File: src/rtl/rba_pkg.sv
// ----------------------------------------------------------------------------
// rba_pkg
// types and constants shared by the radial binned average modules
// ----------------------------------------------------------------------------
package rba_pkg;

	typedef enum logic [1:0] {
		ACT_ACCUM = 2'd0,
		ACT_READ  = 2'd1,
		ACT_CLEAR = 2'd2,
		ACT_NONE  = 2'd3
	} action_t;

	typedef enum logic [1:0] {
		RES_ZERO = 2'd0,
		RES_SEL  = 2'd1,
		RES_ACC  = 2'd2,
		RES_MEAN = 2'd3
	} res_kind_t;

	localparam logic CFG_BIN_WIDTH = 1'b0;
	localparam logic CFG_RADIUS    = 1'b1;

	localparam logic [23:0] BIN_WIDTH_RST = 24'd1311;
	localparam logic [23:0] RADIUS_RST    = 24'd131072;

	localparam logic [5:0] SQRT_LAST_STEP = 6'd23;
	localparam logic [5:0] DIV_LAST_STEP  = 6'd47;

	typedef struct packed {
		logic      load;
		logic      diff;
		logic      square;
		logic      sqrt_init;
		logic      sqrt_step;
		logic      div_init_bin;
		logic      div_init_mean;
		logic      div_step;
		logic      rd_acc;
		logic      rd_sel;
		logic      wr_acc;
		logic      clr_init;
		logic      clr_step;
		logic      emit;
		res_kind_t res;
	} cmd_t;

	typedef struct packed {
		action_t action;
		logic    reject;
		logic    step_last;
		logic    bin_over;
		logic    sel_over;
		logic    cnt_zero;
		logic    clr_last;
	} sts_t;

endpackage

File: src/rtl/rba_ctrl.sv
// ----------------------------------------------------------------------------
// rba_ctrl
// sequencer for accumulate, read and clear items
// ----------------------------------------------------------------------------
module rba_ctrl (
	input  logic          clk,
	input  logic          arst_n,
	input  logic          start,
	input  rba_pkg::sts_t sts,
	output rba_pkg::cmd_t cmd,
	output logic          busy,
	output logic          done
);

	typedef enum logic [3:0] {
		S_IDLE,
		S_CLEAR,
		S_DIFF,
		S_SQUARE,
		S_CHECK,
		S_SQRT,
		S_BINIT,
		S_BDIV,
		S_BCHK,
		S_AWAIT,
		S_RSEL,
		S_RWAIT,
		S_RDIV,
		S_RFIN
	} state_t;

	state_t state_q, state_d;
	logic   item_q;
	logic   done_q;

	always_comb begin
		cmd     = '0;
		cmd.res = rba_pkg::RES_ZERO;
		state_d = state_q;
		unique case (state_q)
			S_IDLE: begin
				if (start) begin
					cmd.load = 1'b1;
					unique case (sts.action)
						rba_pkg::ACT_ACCUM: state_d = S_DIFF;
						rba_pkg::ACT_READ:  state_d = S_RSEL;
						rba_pkg::ACT_CLEAR: begin
							cmd.clr_init = 1'b1;
							state_d      = S_CLEAR;
						end
						default: cmd.emit = 1'b1;
					endcase
				end
			end
			S_CLEAR: begin
				cmd.clr_step = 1'b1;
				if (sts.clr_last) begin
					cmd.emit = item_q;
					state_d  = S_IDLE;
				end
			end
			S_DIFF: begin
				cmd.diff = 1'b1;
				state_d  = S_SQUARE;
			end
			S_SQUARE: begin
				cmd.square = 1'b1;
				state_d    = S_CHECK;
			end
			S_CHECK: begin
				if (sts.reject) begin
					cmd.emit = 1'b1;
					state_d  = S_IDLE;
				end else begin
					cmd.sqrt_init = 1'b1;
					state_d       = S_SQRT;
				end
			end
			S_SQRT: begin
				cmd.sqrt_step = 1'b1;
				if (sts.step_last) begin
					state_d = S_BINIT;
				end
			end
			S_BINIT: begin
				cmd.div_init_bin = 1'b1;
				state_d          = S_BDIV;
			end
			S_BDIV: begin
				cmd.div_step = 1'b1;
				if (sts.step_last) begin
					state_d = S_BCHK;
				end
			end
			S_BCHK: begin
				if (sts.bin_over) begin
					cmd.emit = 1'b1;
					state_d  = S_IDLE;
				end else begin
					cmd.rd_acc = 1'b1;
					state_d    = S_AWAIT;
				end
			end
			S_AWAIT: begin
				cmd.wr_acc = 1'b1;
				cmd.emit   = 1'b1;
				cmd.res    = rba_pkg::RES_ACC;
				state_d    = S_IDLE;
			end
			S_RSEL: begin
				if (sts.sel_over) begin
					cmd.emit = 1'b1;
					cmd.res  = rba_pkg::RES_SEL;
					state_d  = S_IDLE;
				end else begin
					cmd.rd_sel = 1'b1;
					state_d    = S_RWAIT;
				end
			end
			S_RWAIT: begin
				if (sts.cnt_zero) begin
					cmd.emit = 1'b1;
					cmd.res  = rba_pkg::RES_SEL;
					state_d  = S_IDLE;
				end else begin
					cmd.div_init_mean = 1'b1;
					state_d           = S_RDIV;
				end
			end
			S_RDIV: begin
				cmd.div_step = 1'b1;
				if (sts.step_last) begin
					state_d = S_RFIN;
				end
			end
			S_RFIN: begin
				cmd.emit = 1'b1;
				cmd.res  = rba_pkg::RES_MEAN;
				state_d  = S_IDLE;
			end
			default: state_d = S_IDLE;
		endcase
	end

	always_ff @(posedge clk or negedge arst_n) begin
		if (!arst_n) begin
			state_q <= S_CLEAR;
			item_q  <= 1'b0;
			done_q  <= 1'b0;
		end else begin
			state_q <= state_d;
			done_q  <= cmd.emit;
			if (cmd.load) begin
				item_q <= 1'b1;
			end
		end
	end

	assign busy = (state_q != S_IDLE);
	assign done = done_q;

endmodule

File: config.mk
export PLATFORM = sky130hd
export DESIGN_NAME = rba_ctrl
export DESIGN_NICKNAME = d
export VERILOG_FILES = /design/src/rtl/rba_pkg.sv /design/src/rtl/rba_ctrl.sv
export SDC_FILE = /design/constraint.sdc
export NUM_CORES = 1
export LEC_CHECK = 0
export ABC_AREA = 1
export ABC_CLOCK_PERIOD_IN_PS = 1700
export BUFFER_PORTS_ARGS = -buffer_cell sky130_fd_sc_hd__clkbuf_2
export CAP_MARGIN = 20
export CELL_PAD_IN_SITES_DETAIL_PLACEMENT = 1
export CELL_PAD_IN_SITES_GLOBAL_PLACEMENT = 1
export CORE_ASPECT_RATIO = 1.5
export CORE_MARGIN = 2
export CORE_UTILIZATION = 30
export CTS_CLUSTER_DIAMETER = 30
export DETAILED_ROUTE_END_ITERATION = 16
export GPL_ROUTABILITY_DRIVEN = 1
export PLACE_DENSITY = 0.8
export SYNTH_ARGS = -nofsm -noshare
export SYNTH_HDL_FRONTEND = slang
export SYNTH_SLANG_ARGS = --single-unit
File: constraint.sdc
create_clock -name clk -period 1.7 [get_ports clk]
set_clock_uncertainty 0.05 [all_clocks]
set_input_delay 0.255 -clock clk [delete_from_list [all_inputs] [get_ports clk]]
set_output_delay 0.255 -clock clk [all_outputs]
set_load 0.03 [all_outputs]
==> run summary <==
Status: complete, but fails checks
Failing checks: setup timing
EDFF count, synth: 0
Die X: 43.04 um
Sink Count: 6
Post-Synth Simple-Gate Area: 50.91%
Critical path class: reg -> out
I/O pins: 29
Initial antenna violation count: 0
Ys Warns: 0
Drt pass-1 iters: 2
Syn_area_per_cell: 5.762 sq um
Max capacitance violation total: 0
Place WS: 0.1705 ps
Fmax: 0.5307 GHz
CTS clk-pin slew, worst paths: 50 ps
Root buffer selected by CTS: clkbuf_4
Share of cells above drive strength 1: 52.35%
Hold slack: 281.7 ps
Grt ovf: 0
Max Slew Vio Count: 0
Detailed-route DRC error count: 0
Number of global-route vias before repair: 955
Number of buffers created by CTS: 3
Relative slew margins: 78.41%
WP data arrival: 1580 ps
Synth top area share: 22.99%
Worst stage delay on the critical path: 430 ps
Antenna viol nets, final: 0
Pwr per Cell Area: 1487 nW/um^2
Via/cell ratio: 4.819
Buf/Inv on CP: 3
Worst setup SP type: register
Final Critical Period: 1884 ps
Worst Setup SP: state_q[3]$_DFFE_PN0P_
Slowest-stage cell, CP: dfrtp_2
Max FO, Critical Path: 5
Synth top cells by count: nand2_1 (42), inv_1 (25), nor2_1 (14)
Primary FF master, synth: dfrtp_1
Actual slew at the worst max-slew pin: 323.5 ps
Initial drt markers: 5
Hold WC Path Type: in -> reg
Critical path cell sequence: buf_4 -> buf_4 -> nor2_4 -> nand3_2 -> nand4_1 -> clkbuf_8
Rows: 21
Mux cell area share after synthesis: 0%
Worst Min Path Start: sts[4]
Synth top area cells: nand2_1 (23%), dfrtp_1 (18%), inv_1 (14%)
Fill cell count: 301
Sequential share of the synthesized area: 22.08%
RR Startpoint: state_q[3]$_DFFE_PN0P_
Yosys cell types: 18
Number of H-tree levels: 1
CTS Buffer Depth: 2
Synth area leader: nand2_1
Via count: 930
Post-Route WL: 2559 um
Worst Path Required: 1390 ps
Compound-Gate Fraction of Synth Area: 3.102%
Async SR Flop Fraction: 100.0%
Final hold vios: 0
Slack of the critical path: -184.5 ps
# port buffers: 28
Netlist Area Pre-Place: 685.7 sq um
Final period util: 110.9%
Core ar.: 2207 sq um
Syn Inst Count: 119
Final #Nets: 187
Initial Util: 31.07%
Global-route wire length before repair: 4036 um
Area grow syn2layout: 77.01%
VDD IR-drop max: 0.0007176 V
Setup Viol. Count Final: 11
Post-DP HPWL: 2028 um
Unrepaired setup endpoints after global routing: yes
Leak: 0.7544 nW
Wire per inst: 13.26 um
N_diodes: 0
Delay-heaviest family, CP: buffers and inverters
Die outline area: 2692 sq um
Most numerous cell in the Yosys netlist: nand2_1
Largest net degree at the start of global routing: 8
Yosys reg bits: 6
XOR/XNOR Fraction of Synth Area: 0%
Largest family of logic cells by synthesized area: simple AND/OR/NAND/NOR gates
Routability Congestion: 0.8712
Post-Syn Nets: 135
Post-Synth Adder-Cell Area: 9.124%
CP Capture Type: primary output
Cell mode on critical path: buf_4
Latest clock arrival within the worst-skew pair: 260 ps
Gr usage total: 19.32%
Chip height: 62.55 um
CTS tree: done
worst paths after layout:
check	end	slack, ps	depth (start not counted)
max	cmd[2]	-180	6
min	state_q[2]$_DFFE_PN0P_	280	4
max reg2reg	state_q[1]$_DFFE_PN0P_	-50	11
min reg2reg	item_q$_DFFE_PN0P_	420	1
max in group asynchronous	state_q[0]$_DFFE_PN1P_	1050	2
min in group asynchronous	state_q[3]$_DFFE_PN0P_	310	2
layout by cell type (no fill, tap or decap), types with 2 or more instances in the layout:
cell type	Yosys	final
buf_4	0	16
nand2_2	2	8
nand2_4	0	2
dfrtp_2	0	2
clkbuf_8	0	5
buf_6	0	5
nor2_1	14	7
clkbuf_4	0	6
nand2_1	42	34
nand3_1	11	7
dfrtp_1	5	3
ha_1	5	5
clkbuf_2	0	15
inv_1	25	19
inv_2	2	8
nor2_4	2	5
nand3_2	1	5
nor2_2	3	7
cells by family (layout without fill, tap and decap cells):
group,count (synthesis),in the layout
simple gates,78,78
buf+inv,27,78
flops,6,6
fa+ha+maj,5,5
compound gates,3,3
per-layer routing:
metal	GRT usage (%)	wire, um
met5	0	0
met2	35.80	1395
met4	7.197	95
met1	19.96	949
met3	4.913	118
power by group:
group | leakage (nW) | switching (mW) | total [mW] | internal, mW
combinational | 0.671 | 0.841 | 1.39 | 0.551
clock | 0.0150 | 0.0627 | 0.152 | 0.0896
sequential | 0.0688 | 0.0575 | 0.260 | 0.202
total | 0.754 | 0.961 | 1.80 | 0.843
sequential cells by signal, indices dropped and copies added, names as in the netlist:
register,cells
done,1
state_q,4
item_q,1
area by class of cell:
cell class                      instances  area, sq um  area share, %
Clock buffer                            4        26.28          2.165
Tap cell                               23        28.78          2.371
Sequential cell                         6        153.9          12.68
Multi-Input combinational cell         86        515.5          42.47
Inverter                               27        101.3          8.351
Timing Repair Buffer                   47        387.9          31.96
metrics by stage:
stage	instance area (sq um)	util (%)	power, mW	cells	setup TNS, ps
6_report	1214	54.99	1.804	193	-942.2
5_1_grt	1214	54.99	1.934	193	-2109
4_1_cts	1096	49.66	1.616	187	-395.5
3_5_place_dp	897.1	40.65	1.265	175	0
3_3_place_gp	897.1	40.65	1.236	175	0
2_1_floorplan	690.7	-	0.9284	119	-8.014
worst min-delay path: stages:
cell,delay [ps]
clkbuf_2,80
inv_1,50
nand2_1,100
nand2_1,60
what timing repair did:
item	CTS	global route
pin swaps	7	7
endpoints found under the setup margin	12	15
endpoints found under the hold margin	6	0
resized for setup	31	32
setup buffers	7	6
hold buffers	1	0
(Power assumes the default switching activity.)
